==> config.mk <==
export PLATFORM = sky130hd
export DESIGN_NAME = ffca_ctrl
export DESIGN_NICKNAME = d
export VERILOG_FILES = /design/src/rtl/ffca_pkg.sv /design/src/rtl/ffca_ctrl.sv
export SDC_FILE = /design/constraint.sdc
export NUM_CORES = 1
export LEC_CHECK = 0
export ABC_AREA = 1
export BUFFER_PORTS_ARGS = -buffer_cell sky130_fd_sc_hd__buf_2
export CORE_MARGIN = 5
export CORE_UTILIZATION = 56
export CTS_CLUSTER_SIZE = 16
export DETAILED_ROUTE_END_ITERATION = 10
export PLACE_DENSITY_LB_ADDON = 0.1
export RECOVER_POWER = 50
export SETUP_SLACK_MARGIN = 0.5
export SKIP_CTS_REPAIR_TIMING = 1
export SLEW_MARGIN = 15
export SYNTH_ARGS = -nofsm -noshare
export SYNTH_HDL_FRONTEND = slang
export SYNTH_SLANG_ARGS = --single-unit
==> constraint.sdc <==
create_clock -name clk_i -period 1.65 [get_ports clk_i]
set_input_delay 0.33 -clock clk_i [delete_from_list [all_inputs] [get_ports clk_i]]
set_output_delay 0.33 -clock clk_i [all_outputs]
set_load 0.02 [all_outputs]
==> src/rtl/ffca_pkg.sv <==
// Shared constants, header layout and control codes of the first-fit chunk allocator.
package ffca_pkg;

  localparam int unsigned BufferBytes   = 65536;
  localparam int unsigned HeaderBytes   = 24;
  localparam int unsigned MinSplitBytes = 64;
  localparam int unsigned GranBytes     = 8;
  localparam int unsigned HdrBytes      = ((HeaderBytes + GranBytes - 1) / GranBytes) * GranBytes;
  localparam int unsigned HdrGran       = HdrBytes / GranBytes;
  localparam int unsigned Granules      = BufferBytes / GranBytes;
  localparam int unsigned GW            = $clog2(Granules);
  localparam int unsigned MaxBytes      = (Granules * GranBytes > 65536) ?
                                          Granules * GranBytes : 65536;
  localparam int unsigned SzW           = $clog2(MaxBytes + 1);
  localparam int unsigned OffW          = 16;

  typedef struct packed {
    logic           start;
    logic [SzW-1:0] size;
    logic           free;
    logic           has_prev;
    logic           has_next;
    logic [GW-1:0]  prev;
    logic [GW-1:0]  next;
  } hdr_t;

  typedef enum logic [1:0] {
    REQ_ALLOC  = 2'd0,
    REQ_FREE   = 2'd1,
    REQ_SHRINK = 2'd2,
    REQ_NOP    = 2'd3
  } req_e;

  typedef enum logic [1:0] {
    ST_OK      = 2'd0,
    ST_NOSPACE = 2'd1,
    ST_BADOFF  = 2'd2,
    ST_GROW    = 2'd3
  } st_e;

  typedef enum logic [4:0] {
    OP_NONE,
    OP_CLEAR,
    OP_CAPTURE,
    OP_RD_HINT,
    OP_PICK,
    OP_WALK,
    OP_RD_OFF,
    OP_LOAD_C,
    OP_SPLIT_CALC,
    OP_WR_N,
    OP_WR_C,
    OP_WR_X,
    OP_RD_X,
    OP_RD_CNEXT,
    OP_RD_CPREV,
    OP_RD_NNEXT,
    OP_XPREV,
    OP_MERGE_CX,
    OP_MERGE_PC,
    OP_MERGE_NX,
    OP_LOAD_HH,
    OP_HINT_ALLOC,
    OP_HINT_SHR
  } dp_op_e;

  typedef struct packed {
    dp_op_e op;
    logic   st_we;
    st_e    st;
  } cmd_t;

  typedef struct packed {
    req_e req;
    logic range_ok;
    logic rd_start;
    logic rd_fit;
    logic rd_hn;
    logic rd_free;
    logic rd_grow;
    logic hc_hn;
    logic hc_hp;
    logic split;
    logic old_hn;
    logic nh_hn;
    logic clr_last;
  } flags_t;

endpackage

==> src/rtl/ffca_ctrl.sv <==
// Controller of the chunk allocator: sequences header reads and writes per request.
module ffca_ctrl (
  input  logic             clk_i,
  input  logic             rst_ni,
  input  logic             start_i,
  input  ffca_pkg::flags_t flags_i,
  output ffca_pkg::cmd_t   cmd_o,
  output logic             busy_o,
  output logic             done_o
);

  typedef enum logic [4:0] {
    S_CLEAR,
    S_IDLE,
    S_DISPATCH,
    S_A_PICK,
    S_A_WALK,
    S_CHK,
    S_SPLIT,
    S_SPLIT_BR,
    S_A_RDX,
    S_A_XPREV,
    S_A_WRC,
    S_A_RDH,
    S_A_LDH,
    S_A_HUPD,
    S_S_MRG,
    S_S_MRG2,
    S_S_XPREV,
    S_S_WRN,
    S_S_WRC,
    S_S_HINT,
    S_S_HUPD,
    S_F_NXT,
    S_F_MNX,
    S_F_MNX2,
    S_F_XPREV,
    S_F_PRV,
    S_F_MPV,
    S_F_WRX,
    S_F_RDN,
    S_F_XPREV2,
    S_DONE
  } state_e;

  state_e state_q, state_d;
  logic   busy_q;
  logic   done_q;

  function automatic ffca_pkg::cmd_t mk(input ffca_pkg::dp_op_e op);
    ffca_pkg::cmd_t c;
    c.op    = op;
    c.st_we = 1'b0;
    c.st    = ffca_pkg::ST_OK;
    return c;
  endfunction

  function automatic ffca_pkg::cmd_t fin(input ffca_pkg::dp_op_e op, input ffca_pkg::st_e st);
    ffca_pkg::cmd_t c;
    c.op    = op;
    c.st_we = 1'b1;
    c.st    = st;
    return c;
  endfunction

  always_comb begin
    state_d = state_q;
    cmd_o   = mk(ffca_pkg::OP_NONE);
    unique case (state_q)
      S_CLEAR: begin
        cmd_o = mk(ffca_pkg::OP_CLEAR);
        if (flags_i.clr_last) begin
          state_d = S_IDLE;
        end
      end
      S_IDLE: begin
        if (start_i) begin
          cmd_o   = mk(ffca_pkg::OP_CAPTURE);
          state_d = S_DISPATCH;
        end
      end
      S_DISPATCH: begin
        unique case (flags_i.req)
          ffca_pkg::REQ_ALLOC: begin
            cmd_o   = mk(ffca_pkg::OP_RD_HINT);
            state_d = S_A_PICK;
          end
          ffca_pkg::REQ_FREE, ffca_pkg::REQ_SHRINK: begin
            if (flags_i.range_ok) begin
              cmd_o   = mk(ffca_pkg::OP_RD_OFF);
              state_d = S_CHK;
            end else begin
              cmd_o   = fin(ffca_pkg::OP_NONE, ffca_pkg::ST_BADOFF);
              state_d = S_DONE;
            end
          end
          default: begin
            cmd_o   = fin(ffca_pkg::OP_NONE, ffca_pkg::ST_OK);
            state_d = S_DONE;
          end
        endcase
      end
      S_A_PICK: begin
        cmd_o   = mk(ffca_pkg::OP_PICK);
        state_d = S_A_WALK;
      end
      S_A_WALK: begin
        priority if (flags_i.rd_fit) begin
          cmd_o   = mk(ffca_pkg::OP_WALK);
          state_d = S_SPLIT;
        end else if (!flags_i.rd_hn) begin
          cmd_o   = fin(ffca_pkg::OP_NONE, ffca_pkg::ST_NOSPACE);
          state_d = S_DONE;
        end else begin
          cmd_o = mk(ffca_pkg::OP_WALK);
        end
      end
      S_CHK: begin
        cmd_o = mk(ffca_pkg::OP_LOAD_C);
        priority if (!flags_i.rd_start) begin
          cmd_o   = fin(ffca_pkg::OP_NONE, ffca_pkg::ST_BADOFF);
          state_d = S_DONE;
        end else if (flags_i.req == ffca_pkg::REQ_FREE) begin
          state_d = S_F_NXT;
        end else if (flags_i.rd_grow) begin
          cmd_o   = fin(ffca_pkg::OP_NONE, ffca_pkg::ST_GROW);
          state_d = S_DONE;
        end else begin
          state_d = S_SPLIT;
        end
      end
      S_SPLIT: begin
        cmd_o   = mk(ffca_pkg::OP_SPLIT_CALC);
        state_d = S_SPLIT_BR;
      end
      S_SPLIT_BR: begin
        if (flags_i.req == ffca_pkg::REQ_ALLOC) begin
          priority if (!flags_i.split) begin
            state_d = S_A_WRC;
          end else if (flags_i.old_hn) begin
            cmd_o   = mk(ffca_pkg::OP_WR_N);
            state_d = S_A_RDX;
          end else begin
            cmd_o   = mk(ffca_pkg::OP_WR_N);
            state_d = S_A_WRC;
          end
        end else begin
          priority if (!flags_i.split) begin
            state_d = S_S_HINT;
          end else if (flags_i.old_hn) begin
            cmd_o   = mk(ffca_pkg::OP_RD_X);
            state_d = S_S_MRG;
          end else begin
            state_d = S_S_WRN;
          end
        end
      end
      S_A_RDX: begin
        cmd_o   = mk(ffca_pkg::OP_RD_X);
        state_d = S_A_XPREV;
      end
      S_A_XPREV: begin
        cmd_o   = mk(ffca_pkg::OP_XPREV);
        state_d = S_A_WRC;
      end
      S_A_WRC: begin
        cmd_o   = mk(ffca_pkg::OP_WR_C);
        state_d = S_A_RDH;
      end
      S_A_RDH: begin
        cmd_o   = mk(ffca_pkg::OP_RD_HINT);
        state_d = S_A_LDH;
      end
      S_A_LDH: begin
        cmd_o   = mk(ffca_pkg::OP_LOAD_HH);
        state_d = S_A_HUPD;
      end
      S_A_HUPD: begin
        cmd_o   = fin(ffca_pkg::OP_HINT_ALLOC, ffca_pkg::ST_OK);
        state_d = S_DONE;
      end
      S_S_MRG: begin
        if (flags_i.rd_free) begin
          cmd_o   = mk(ffca_pkg::OP_MERGE_NX);
          state_d = S_S_MRG2;
        end else begin
          cmd_o   = mk(ffca_pkg::OP_XPREV);
          state_d = S_S_WRN;
        end
      end
      S_S_MRG2: begin
        if (flags_i.nh_hn) begin
          cmd_o   = mk(ffca_pkg::OP_RD_NNEXT);
          state_d = S_S_XPREV;
        end else begin
          state_d = S_S_WRN;
        end
      end
      S_S_XPREV: begin
        cmd_o   = mk(ffca_pkg::OP_XPREV);
        state_d = S_S_WRN;
      end
      S_S_WRN: begin
        cmd_o   = mk(ffca_pkg::OP_WR_N);
        state_d = S_S_WRC;
      end
      S_S_WRC: begin
        cmd_o   = mk(ffca_pkg::OP_WR_C);
        state_d = S_S_HINT;
      end
      S_S_HINT: begin
        cmd_o   = mk(ffca_pkg::OP_RD_HINT);
        state_d = S_S_HUPD;
      end
      S_S_HUPD: begin
        cmd_o   = fin(ffca_pkg::OP_HINT_SHR, ffca_pkg::ST_OK);
        state_d = S_DONE;
      end
      S_F_NXT: begin
        if (flags_i.hc_hn) begin
          cmd_o   = mk(ffca_pkg::OP_RD_CNEXT);
          state_d = S_F_MNX;
        end else begin
          state_d = S_F_PRV;
        end
      end
      S_F_MNX: begin
        if (flags_i.rd_free) begin
          cmd_o   = mk(ffca_pkg::OP_MERGE_CX);
          state_d = S_F_MNX2;
        end else begin
          state_d = S_F_PRV;
        end
      end
      S_F_MNX2: begin
        if (flags_i.hc_hn) begin
          cmd_o   = mk(ffca_pkg::OP_RD_CNEXT);
          state_d = S_F_XPREV;
        end else begin
          state_d = S_F_PRV;
        end
      end
      S_F_XPREV: begin
        cmd_o   = mk(ffca_pkg::OP_XPREV);
        state_d = S_F_PRV;
      end
      S_F_PRV: begin
        if (flags_i.hc_hp) begin
          cmd_o   = mk(ffca_pkg::OP_RD_CPREV);
          state_d = S_F_MPV;
        end else begin
          cmd_o   = fin(ffca_pkg::OP_WR_C, ffca_pkg::ST_OK);
          state_d = S_DONE;
        end
      end
      S_F_MPV: begin
        if (flags_i.rd_free) begin
          cmd_o   = mk(ffca_pkg::OP_MERGE_PC);
          state_d = S_F_WRX;
        end else begin
          cmd_o   = fin(ffca_pkg::OP_WR_C, ffca_pkg::ST_OK);
          state_d = S_DONE;
        end
      end
      S_F_WRX: begin
        if (flags_i.hc_hn) begin
          cmd_o   = mk(ffca_pkg::OP_WR_X);
          state_d = S_F_RDN;
        end else begin
          cmd_o   = fin(ffca_pkg::OP_WR_X, ffca_pkg::ST_OK);
          state_d = S_DONE;
        end
      end
      S_F_RDN: begin
        cmd_o   = mk(ffca_pkg::OP_RD_CNEXT);
        state_d = S_F_XPREV2;
      end
      S_F_XPREV2: begin
        cmd_o   = fin(ffca_pkg::OP_XPREV, ffca_pkg::ST_OK);
        state_d = S_DONE;
      end
      S_DONE: begin
        state_d = S_IDLE;
      end
      default: begin
        state_d = S_IDLE;
      end
    endcase
  end

  always_ff @(posedge clk_i or negedge rst_ni) begin
    if (!rst_ni) begin
      state_q <= S_CLEAR;
      busy_q  <= 1'b1;
      done_q  <= 1'b0;
    end else begin
      state_q <= state_d;
      busy_q  <= state_d != S_IDLE;
      done_q  <= state_d == S_DONE;
    end
  end

  assign busy_o = busy_q;
  assign done_o = done_q;

endmodule

==> impl_metrics.py, run 1 <==
metrics = {
    "synth": {
        "ys_seq_area_share_pct": 12.6,
        "synth_top_family_by_area": "simple AND/OR/NAND/NOR gates",
        "ys_ff_latch": 7,
        "synth_compound_area_share_pct": 4.74,
        "synth_edf_count": 0,
        "synthAdderAreaFrac_pct": 3.58,
        "syn_nets": 298,
        "yosys.area.top_type": "nand2_1",
        "synthCells": 277,
        "synth_simple_gate_area_share_pct": 65.3,
        "synth.distinct_cells": 25,
        "ys_top_cells_by_area": "nand2_1 21%, nor2_1 16%, nand3_1 14%, dfrtp_1 11%, inv_1 10%",
        "synthArstFlopShare_pct": 100,
        "syn-mean-instance-area_um2": 5.05,
        "synth_top_area_share_pct": 21.5,
        "synth_warnings": 0,
        "synthMuxAreaShare_pct": 0,
        "synth_flop_cell": "dfrtp_1",
        "syn-cell-area_um2": 1400,
        "synth_xor_area_share_pct": 0,
    },
    "cts": {
        "cts_root_buf": "clkbuf_4",
        "htree_levels": 1,
        "clkSinkCount": 7,
        "cts_buffers": 3,
        "clockBufferDepth": 2,
    },
    "outcome": {
        "stop_stage": "5_1_grt",
        "firstError": "[ERROR DPL-0038] Utilization greater than 100%, impossible to legalize",
        "status": "did not finish",
    },
    "die": {
        "rows": 18,
        "pin_count": 27,
        "die_w_um": 60.0,
        "start_util_pct": 57.5,
        "die_h_um": 60.0,
    },
    "placed_design": {
        "gp_congestion": 1.08,
        "numPortBuffers": 26,
        "dpl.hpwl_um": 5420,
    },
    "timing": {
        "worst_endpoint": "cmd_o[6]",
        "worst-ep-kind": "output port",
    },
    "grt": {
        "grt_max_degree": 10,
    },
}
-- through the flow --
step                utilization, %  setup WS [ns]  cell area (µm²)  cells  setup TNS, ns
floorplan                        -         0.0351             1480    277              0
global placement              88.0         -0.215             2140    401          -1.81
detailed placement            88.0         -0.368             2140    401          -3.28
CTS                           89.1         -0.569             2170    405          -5.58
-- Yosys cell counts (2+ instances only) --
master / n
nand4_1: 13
buf_4: 3
dfrtp_1: 6
nor3_1: 6
nand3_2: 2
nor2_1: 58
a21oi_1: 4
nand3_1: 39
ha_1: 4
inv_2: 2
o21ai_0: 5
nor2_2: 4
inv_1: 38
nand2_1: 80
nor4_1: 3
-- cell families after synthesis --
family,after synthesis
compound gates,12
flops,7
fa+ha+maj,4
simple gates,208
buf+inv,46
==> run 2, diff against run 1 <==
CORE_AREA = 5 5 66 68   (was not set)
CORE_MARGIN = not set   (was 5)
CORE_UTILIZATION = not set   (was 56)
CTS_CLUSTER_SIZE = not set   (was 16)
DIE_AREA = 0 0 71 73   (was not set)
PLACE_DENSITY_LB_ADDON = 0.15   (was 0.1)
SETUP_SLACK_MARGIN = not set   (was 0.5)
==> run 2 against run 1 <==
  * The flow now finishes, with violations (setup timing)
  * Synthesized cell count is the same
  * Area after synthesis is the same
==> impl_metrics.py, run 2 <==
metrics = {
    "grt": {
        "gr-total-overflow": 0,
        "grt_first_pass_wirelength_um": 9230,
        "antenna_found_initial": 0,
        "grtUsageTotal_pct": 22.6,
        "grt_max_degree": 8,
        "first_global_vias": 2024,
    },
    "timing": {
        "max_freq_ghz": 0.475,
        "skew_ns": 0.00148,
        "timing.hold.ws_ns": 0.484,
        "hold_viol": 0,
        "setup_ws_ns": -0.455,
        "rsz0062_at_grt": "true",
        "post-route-period-util_pct": 128,
        "maxSlewHeadroom_pct": 76.1,
        "setup_viol": 11,
        "layout_min_cycle_time_ns": 2.11,
        "slew_viol_final": 0,
        "tightest_slew_ns": 0.359,
        "setup_tns_ns": -3.08,
    },
    "worst_hold_path": {
        "min_from": "flags_i[0]",
        "hold-path-cell-count": 5,
        "worstHoldEndpoint": "state_q[0]",
        "hold_path.class": "input pin to register",
    },
    "synth": {
        "synthCells": 277,
        "synth.distinct_cells": 25,
        "synth_edf_count": 0,
        "syn-mean-instance-area_um2": 5.05,
        "synthAdderAreaFrac_pct": 3.58,
        "synth_top_family_by_area": "simple AND/OR/NAND/NOR gates",
        "synth_flop_cell": "dfrtp_1",
        "synth_top_area_share_pct": 21.5,
        "yosysMostFrequentCell": "nand2_1",
        "yosys.area.top_type": "nand2_1",
        "ys_ff_latch": 7,
        "synth_xor_area_share_pct": 0,
        "ys_seq_area_share_pct": 12.6,
        "syn_nets": 298,
        "synthMuxAreaShare_pct": 0,
        "synth_warnings": 0,
        "syn-cell-area_um2": 1400,
        "ys_top_cells_by_area": "nand2_1 21%, nor2_1 16%, nand3_1 14%, dfrtp_1 11%, inv_1 10%",
        "synthArstFlopShare_pct": 100,
        "synth_common_cells": "80 x nand2_1, 58 x nor2_1, 39 x nand3_1",
        "synth_compound_area_share_pct": 4.74,
        "synth_simple_gate_area_share_pct": 65.3,
    },
    "die": {
        "start_util_pct": 36.8,
        "die_area_um2": 5180,
        "die_h_um": 73,
        "coreArea_um2": 3800,
        "rows": 23,
        "pin_count": 27,
        "die_w_um": 71,
    },
    "outcome": {
        "violations": "setup timing",
        "status": "complete, but fails checks",
    },
    "cts": {
        "clkSinkCount": 7,
        "cts_buffers": 3,
        "cts_tree": "built",
        "clockBufferDepth": 2,
        "insertion_delay_ns": 0.22,
        "htree_levels": 1,
        "clk_pin_slew_ns": 0.04,
        "cts_root_buf": "clkbuf_8",
    },
    "worst_setup_path": {
        "critPathLaunchType": "register",
        "r2r-end": "busy_o",
        "crit_required_ns": 1.32,
        "critPathKind": "register to output pin",
        "ff2ff_path_depth": 13,
        "crit_fanout": 5,
        "rrSetupSlack_ns": -0.15,
        "end_kind": "output pin",
        "rr_startpoint": "state_q[2]",
        "arrival_ns": 1.78,
    },
    "drt": {
        "drt_iter0_drc": 231,
        "num_vias": 2295,
        "drc": 0,
        "ant_nets": 0,
        "firstDrtPassIters": 4,
        "wirelength_um": 6490,
        "post_drt_wl_per_cell_um": 14.7,
        "via_per_inst": 5.20,
    },
    "final_layout": {
        "layout_commonest_cell": "buf_4",
        "final_cell_count_no_fill": 441,
        "drive_gt1_share_pct": 52.2,
        "final_cell_mix": "78 x buf_4, 60 x nand2_1, 38 x nor2_1",
        "regMostFlops": "state_q",
        "final_nets": 413,
        "area_growth_pct": 92.6,
        "largest_reg_flops": 5,
        "fillers": 333,
        "antennaDiodeCount": 0,
    },
    "power_and_ir_drop": {
        "p_leak_nw": 1.53,
        "power_mw": 4.93,
        "peakVddDrop_mv": 0.765,
        "p_per_area_nw_per_um2": 1830,
    },
    "placed_design": {
        "gp_congestion": 1.03,
        "dpl_worst_slack_ns": -0.227,
        "numPortBuffers": 26,
        "dpl.hpwl_um": 4950,
        "place_inst": 430,
    },
    "flow_run": {
        "cap_violations": 0,
    },
}
run 2: layout make-up:
type                       count  area [µm²]  share of cell area (%)
multi-input combinational    224        1330                    49.2
tap                           50        62.6                    2.32
clock buffer                   4        45.0                    1.67
inverter                      40         160                    5.95
timing repair buffer         116         916                    34.0
sequential                     7         183                    6.79
run 2: metrics by stage:
step                utilization [%]  cell area [µm²]
floorplan                         -             1400
global placement               57.9             2200
detailed placement             57.9             2200
CTS                            59.1             2240
global route                   70.8             2690
finish                         70.8             2690
run 2: worst max path at each step:
| stage | cells past startpoint | slack [ns] | from | endpoint |
|---|---|---|---|---|
| detailed placement | 10 | -0.23 | flags_i[13] | cmd_o[5] |
| floorplan | 9 | 0.003 | state_q[2] | cmd_o[5] |
| CTS | 9 | -0.43 | state_q[2] | cmd_o[6] |
| global route | 9 | -0.49 | state_q[3] | cmd_o[7] |
| global placement | 11 | -0.23 | state_q[0] | busy_o |
| finish | 9 | -0.46 | state_q[1] | cmd_o[3] |
run 2: power breakdown:
group | leakage (nW) | internal, mW | total, mW | switching [mW]
clock network | 0.0228 | 0.167 | 0.238 | 0.0712
registers | 0.0791 | 0.277 | 0.417 | 0.140
logic | 1.43 | 1.92 | 4.28 | 2.36
total | 1.53 | 2.36 | 4.93 | 2.57
run 2: layer usage:
layer | GRT usage, % | wire length, µm | up-vias
li1 | - | - | 1118
met1 | 27.9 | 2560 | 1062
met2 | 38.7 | 3430 | 99
met3 | 2.75 | 332 | 16
met4 | 11.1 | 166 | 0
met5 | 0 | 0 | -
run 2: logic make-up (layout without fill, tap and decap cells):
logic type / after synthesis / count (layout)
buffers and inverters: 46 / 160
adders and majority gates: 4 / 4
DFF: 7 / 7
and+or+nand+nor: 208 / 208
AOI/OAI and AO/OA: 12 / 12
run 2: worst max-delay path: stages, from the launching register on:
cell and delay (ns):
dfrtp_2 0.43, buf_4 0.14, nand2_2 0.09, nor2_2 0.06, buf_4 0.13, nand2_1 0.05
nand2_1 0.11, nor4_1 0.29, nand2_1 0.10, buf_6 0.14
Power figures use the tool's default switching activity.
==> run 3, diff against run 2 <==
CTS_CLUSTER_DIAMETER = 30   (was not set)
SKIP_LAST_GASP = 1   (was not set)
==> run 3 against run 2 <==
  * The run still ends with setup timing left
  * Non-clock buffer count stayed put
  * Sequential power is 2% lower
  * Sequential cell count stayed put
  * Register-to-register slack hardly changed
  * Clock power hardly changed
  * Combinational power is 1% lower
  * Sequential share of layout area is 0.077 points higher
  * First-iteration DRC count is 23% lower
  * Total power is 1.3% lower
  * Critical endpoint unchanged
  * Highest routed layer unchanged
==> impl_metrics.py, run 3 (same netlist as run 2, synthesis figures left out) <==
metrics = {
    "outcome": {
        "status": "complete, but fails checks",
        "violations": "setup timing",
    },
    "timing": {
        "hold_viol": 0,
        "tightest_slew_ns": 0.348,
        "maxSlewHeadroom_pct": 76.8,
        "max_freq_ghz": 0.475,
        "layout_min_cycle_time_ns": 2.10,
        "skew_ns": 0.00203,
        "setup_tns_ns": -3.14,
        "setup_ws_ns": -0.453,
        "slew_viol_final": 0,
        "setup_viol": 11,
        "rsz0062_at_grt": "true",
        "post-route-period-util_pct": 127,
    },
    "placed_design": {
        "gp_congestion": 1.03,
        "dpl.hpwl_um": 4950,
        "dpl_worst_slack_ns": -0.227,
        "numPortBuffers": 26,
    },
    "die": {
        "pin_count": 27,
        "die_h_um": 73,
        "coreArea_um2": 3800,
        "start_util_pct": 36.8,
        "die_w_um": 71,
        "rows": 23,
        "die_area_um2": 5180,
    },
    "worst_setup_path": {
        "end_kind": "output pin",
        "crit_required_ns": 1.32,
        "arrival_ns": 1.77,
        "critPathKind": "register to output pin",
        "worst_path_most_repeated_cell": "nand2_1",
        "setup.worst_path.end": "cmd_o[3]",
        "max_stage_delay_ns": 0.43,
        "startpoint": "state_q[1]",
        "r2r-end": "busy_o",
        "rr_startpoint": "state_q[2]",
        "ff2ff_path_depth": 13,
        "rrSetupSlack_ns": -0.14,
        "critical_path.slowest_cell": "dfrtp_2",
        "crit_fanout": 5,
        "path_cells": "buf_4 -> nand2_2 -> nor2_2 -> buf_4 -> nand2_1 -> nand2_1 -> nor4_1 -> nand2_1 -> buf_6",
        "critPathLaunchType": "register",
    },
    "final_layout": {
        "antennaDiodeCount": 0,
        "drive_gt1_share_pct": 51.4,
        "largest_reg_flops": 5,
        "final_cell_mix": "81 x buf_4, 61 x nand2_1, 39 x nor2_1",
        "layout_commonest_cell": "buf_4",
        "regMostFlops": "state_q",
        "final_nets": 413,
        "seqCellArea_um2": 183,
        "multi_input_area_um2": 1320,
        "area_growth_pct": 90.4,
        "post-route-util_pct": 70.1,
        "fillers": 337,
    },
    "grt": {
        "grtUsageTotal_pct": 22.6,
        "gr-total-overflow": 0,
        "first_global_vias": 2024,
        "grt_first_pass_wirelength_um": 9230,
        "grt.met2_usage_pct": 38.7,
        "grt_max_degree": 8,
        "grt.met1_usage_pct": 27.9,
        "met3_usage_pct": 2.75,
        "antenna_found_initial": 0,
        "busiest_layer": "met2",
    },
    "drt": {
        "num_vias": 2250,
        "ant_nets": 0,
        "firstDrtPassIters": 4,
        "post_drt_wl_per_cell_um": 14.4,
        "via_per_inst": 5.10,
        "wirelength_um": 6350,
        "drt_iter0_drc": 178,
        "drc": 0,
    },
    "cts": {
        "clkSinkCount": 7,
        "clk_pin_slew_ns": 0.04,
        "clockBufferDepth": 2,
        "cts_tree": "built",
        "htree_levels": 1,
        "insertion_delay_ns": 0.22,
        "cts_root_buf": "clkbuf_8",
        "cts_buffers": 3,
    },
    "flow_run": {
        "cap_violations": 0,
    },
    "power_and_ir_drop": {
        "p_per_area_nw_per_um2": 1830,
        "p_leak_nw": 1.53,
        "peakVddDrop_mv": 0.939,
    },
    "worst_hold_path": {
        "hold_path.class": "input pin to register",
        "hold-path-cell-count": 5,
    },
}
-- run 3: cell counts in the layout (fill, tap and decap cells not counted) --
Identical to the previous run, type by type.
-- run 3: critical path, delay by kind of cell (launching register included) --
family	cells	cell delay (ns)
AND/OR/NAND/NOR	6	0.71
flip-flops	1	0.43
buffers and inverters	3	0.41
-- run 3: worst min path at each step --
stage / startpoint / to / slack [ns]
CTS: rst_ni / state_q[4] / -0.07
global route: flags_i[0] / state_q[0] / 0.50
finish: flags_i[0] / state_q[0] / 0.49
floorplan: rst_ni / done_o / 0.03
global placement: rst_ni / state_q[4] / 0.16
detailed placement: rst_ni / state_q[0] / 0.17
-- run 3: per-stage QoR --
step	total power, mW	instance area [µm²]	instances	hold WS, ns
finish	4.87	2660	441	0.490
floorplan	2.08	1400	277	0.0344
CTS	3.89	2240	434	-0.0726
detailed placement	3.63	2200	430	0.168
global route	5.19	2660	441	0.503
global placement	3.65	2200	430	0.164
-- run 3: final cells by class --
| class | count | share of cell area [%] |
|---|---|---|
| inverter | 40 | 5.92 |
| timing repair buffer | 116 | 33.8 |
| sequential | 7 | 6.86 |
| clock buffer | 4 | 1.69 |
| multi-input combinational | 224 | 49.4 |
| tap | 50 | 2.35 |
-- run 3: report_power, final --
part           internal (mW)  switching [mW]
Combinational           1.90            2.32
Sequential             0.277           0.133
Clock                  0.167          0.0714
-- run 3: layer usage --
metal / vias up / share of wire, % / wire (µm)
li1: 1120 / - / -
met1: 1015 / 38 / 2420
met2: 95 / 51 / 3260
met3: 20 / 6.9 / 437
met4: 0 / 3.6 / 230
met5: - / 0 / 0
==> run 4, diff against run 3 <==
CTS_BUF_LIST = sky130_fd_sc_hd__clkbuf_8   (was not set)
==> run 4 against run 3 <==
  * The run still ends with setup timing left
  * Sequential share of layout area about the same
  * Core utilization up 0.16 points
  * Sequential cell count unchanged
  * Critical path type unchanged
==> impl_metrics.py, run 4 (same netlist as run 2, synthesis figures left out) <==
metrics = {
    "power_and_ir_drop": {
        "p_leak_nw": 1.53,
        "switching_power_mw": 2.57,
        "power_mw": 4.91,
        "swShare_pct": 52.3,
        "p_per_area_nw_per_um2": 1840,
        "seq_power_share_pct": 8.4,
        "comb_power_share_pct": 86.8,
        "internal_power_mw": 2.34,
        "peakVddDrop_mv": 0.932,
        "p_clk_share_pct": 4.7,
    },
    "outcome": {
        "status": "complete, but fails checks",
        "violations": "setup timing",
    },
    "die": {
        "die_h_um": 73,
        "rows": 23,
        "coreArea_um2": 3800,
        "pin_count": 27,
        "start_util_pct": 36.8,
        "die_area_um2": 5180,
        "die_w_um": 71,
    },
    "worst_setup_path": {
        "rr_startpoint": "state_q[2]",
        "startpoint": "state_q[1]",
        "crit_fanout": 5,
        "critPathLaunchType": "register",
        "end_kind": "output pin",
        "crit_required_ns": 1.32,
        "arrival_ns": 1.78,
        "critPathKind": "register to output pin",
    },
    "cts": {
        "insertion_delay_ns": 0.23,
        "clockBufferDepth": 2,
        "clkSinkCount": 7,
        "cts_root_buf": "clkbuf_8",
        "htree_levels": 1,
        "cts_buffers": 3,
        "clk_pin_slew_ns": 0.04,
        "cts_tree": "built",
    },
    "placed_design": {
        "dpl.hpwl_um": 4950,
        "numPortBuffers": 26,
        "gp_congestion": 1.03,
        "dpl_worst_slack_ns": -0.227,
    },
    "grt": {
        "grt_max_degree": 8,
        "first_global_vias": 2021,
        "grt.met1_usage_pct": 27.9,
        "met3_usage_pct": 2.75,
        "grt_first_pass_wirelength_um": 9230,
        "gr-total-overflow": 0,
        "grt.met2_usage_pct": 38.6,
        "busiest_layer": "met2",
        "grtUsageTotal_pct": 22.6,
        "antenna_found_initial": 0,
    },
    "timing": {
        "tightest_slew_ns": 0.351,
        "skew_ns": 0.00396,
        "slew_viol_final": 0,
        "layout_min_cycle_time_ns": 2.11,
        "setup_viol": 12,
        "hold_viol": 0,
        "post-route-period-util_pct": 128,
        "rsz0062_at_grt": "true",
        "maxSlewHeadroom_pct": 76.6,
        "setup_ws_ns": -0.461,
        "timing.hold.ws_ns": 0.491,
        "max_freq_ghz": 0.474,
        "setup_tns_ns": -3.23,
    },
    "worst_hold_path": {
        "hold_path.class": "input pin to register",
        "min_from": "flags_i[0]",
    },
    "final_layout": {
        "post-route-util_pct": 70.2,
        "antennaDiodeCount": 0,
        "drive_gt1_share_pct": 51.7,
        "area_growth_pct": 90.9,
        "regMostFlops": "state_q",
        "final_nets": 413,
        "final_cell_mix": "80 x buf_4, 61 x nand2_1, 38 x nor2_1",
        "layout_commonest_cell": "buf_4",
        "largest_reg_flops": 5,
    },
    "drt": {
        "drc": 0,
        "via_per_inst": 5.20,
        "num_vias": 2295,
        "ant_nets": 0,
        "wirelength_um": 6490,
        "drt_iter0_drc": 189,
        "post_drt_wl_per_cell_um": 14.7,
        "firstDrtPassIters": 6,
    },
    "flow_run": {
        "cap_violations": 0,
    },
}
-- run 4: cell types whose count changed in the layout (fill, tap and decap cells not counted), sizes merged --
| cell | delta |
|---|---|
| clkbuf | -1 |
| inv | +1 |
-- run 4: layout make-up --
type | count | area (µm²)
Clock inverter | 1 | 3.75
Sequential cell | 7 | 183
Timing Repair Buffer | 116 | 902
Tap cell | 50 | 62.6
Clock buffer | 3 | 41.3
Inverter | 40 | 158
Fill cell | 339 | 1130
Multi-Input combinational cell | 224 | 1320
-- run 4: worst max-delay path, cell delays in order, from the launching register on --
cell and delay, ns:
dfrtp_2 0.43, buf_4 0.14, nand2_2 0.08, nor2_2 0.06
buf_4 0.13, nand2_1 0.05, nand2_1 0.11, nor4_1 0.30
nand2_1 0.11, buf_6 0.14
-- run 4: path summary, 6_finish.rpt --
| path | depth (start not counted) | endpoint | slack (ns) |
|---|---|---|---|
| worst min-delay path | 5 | state_q[0] | 0.49 |
| worst max-delay path | 9 | cmd_o[3] | -0.46 |
| worst min register to register | 7 | state_q[1] | 0.95 |
| max in group asynchronous | 2 | busy_o | 0.82 |
| worst max register to register | 13 | busy_o | -0.17 |
| min in group asynchronous | 2 | state_q[4] | 0.53 |
-- run 4: power by group through the flow --
stage          Sequential, mW  Combinational (mW)  Clock [mW]
3_5_place_dp            0.361                3.27           0
4_1_cts                 0.360                3.29       0.237
5_1_grt                 0.429                4.51       0.253
6_report                0.414                4.26       0.232
3_3_place_gp            0.361                3.29           0
2_1_floorplan           0.342                1.74           0
-- run 4: layer usage --
layer,part of all wire (%),vias up
met4,3.4,0
met3,5.9,18
met1,40,1041
li1,-,1122
met2,51,114
met5,0,-
-- run 4: through the flow --
stage                     cell area, µm²  std cells
after global routing                2670        441
after global placement              2200        430
after detailed placement            2200        430
final                               2670        441
after CTS                           2240        434
after floorplan                     1400        277
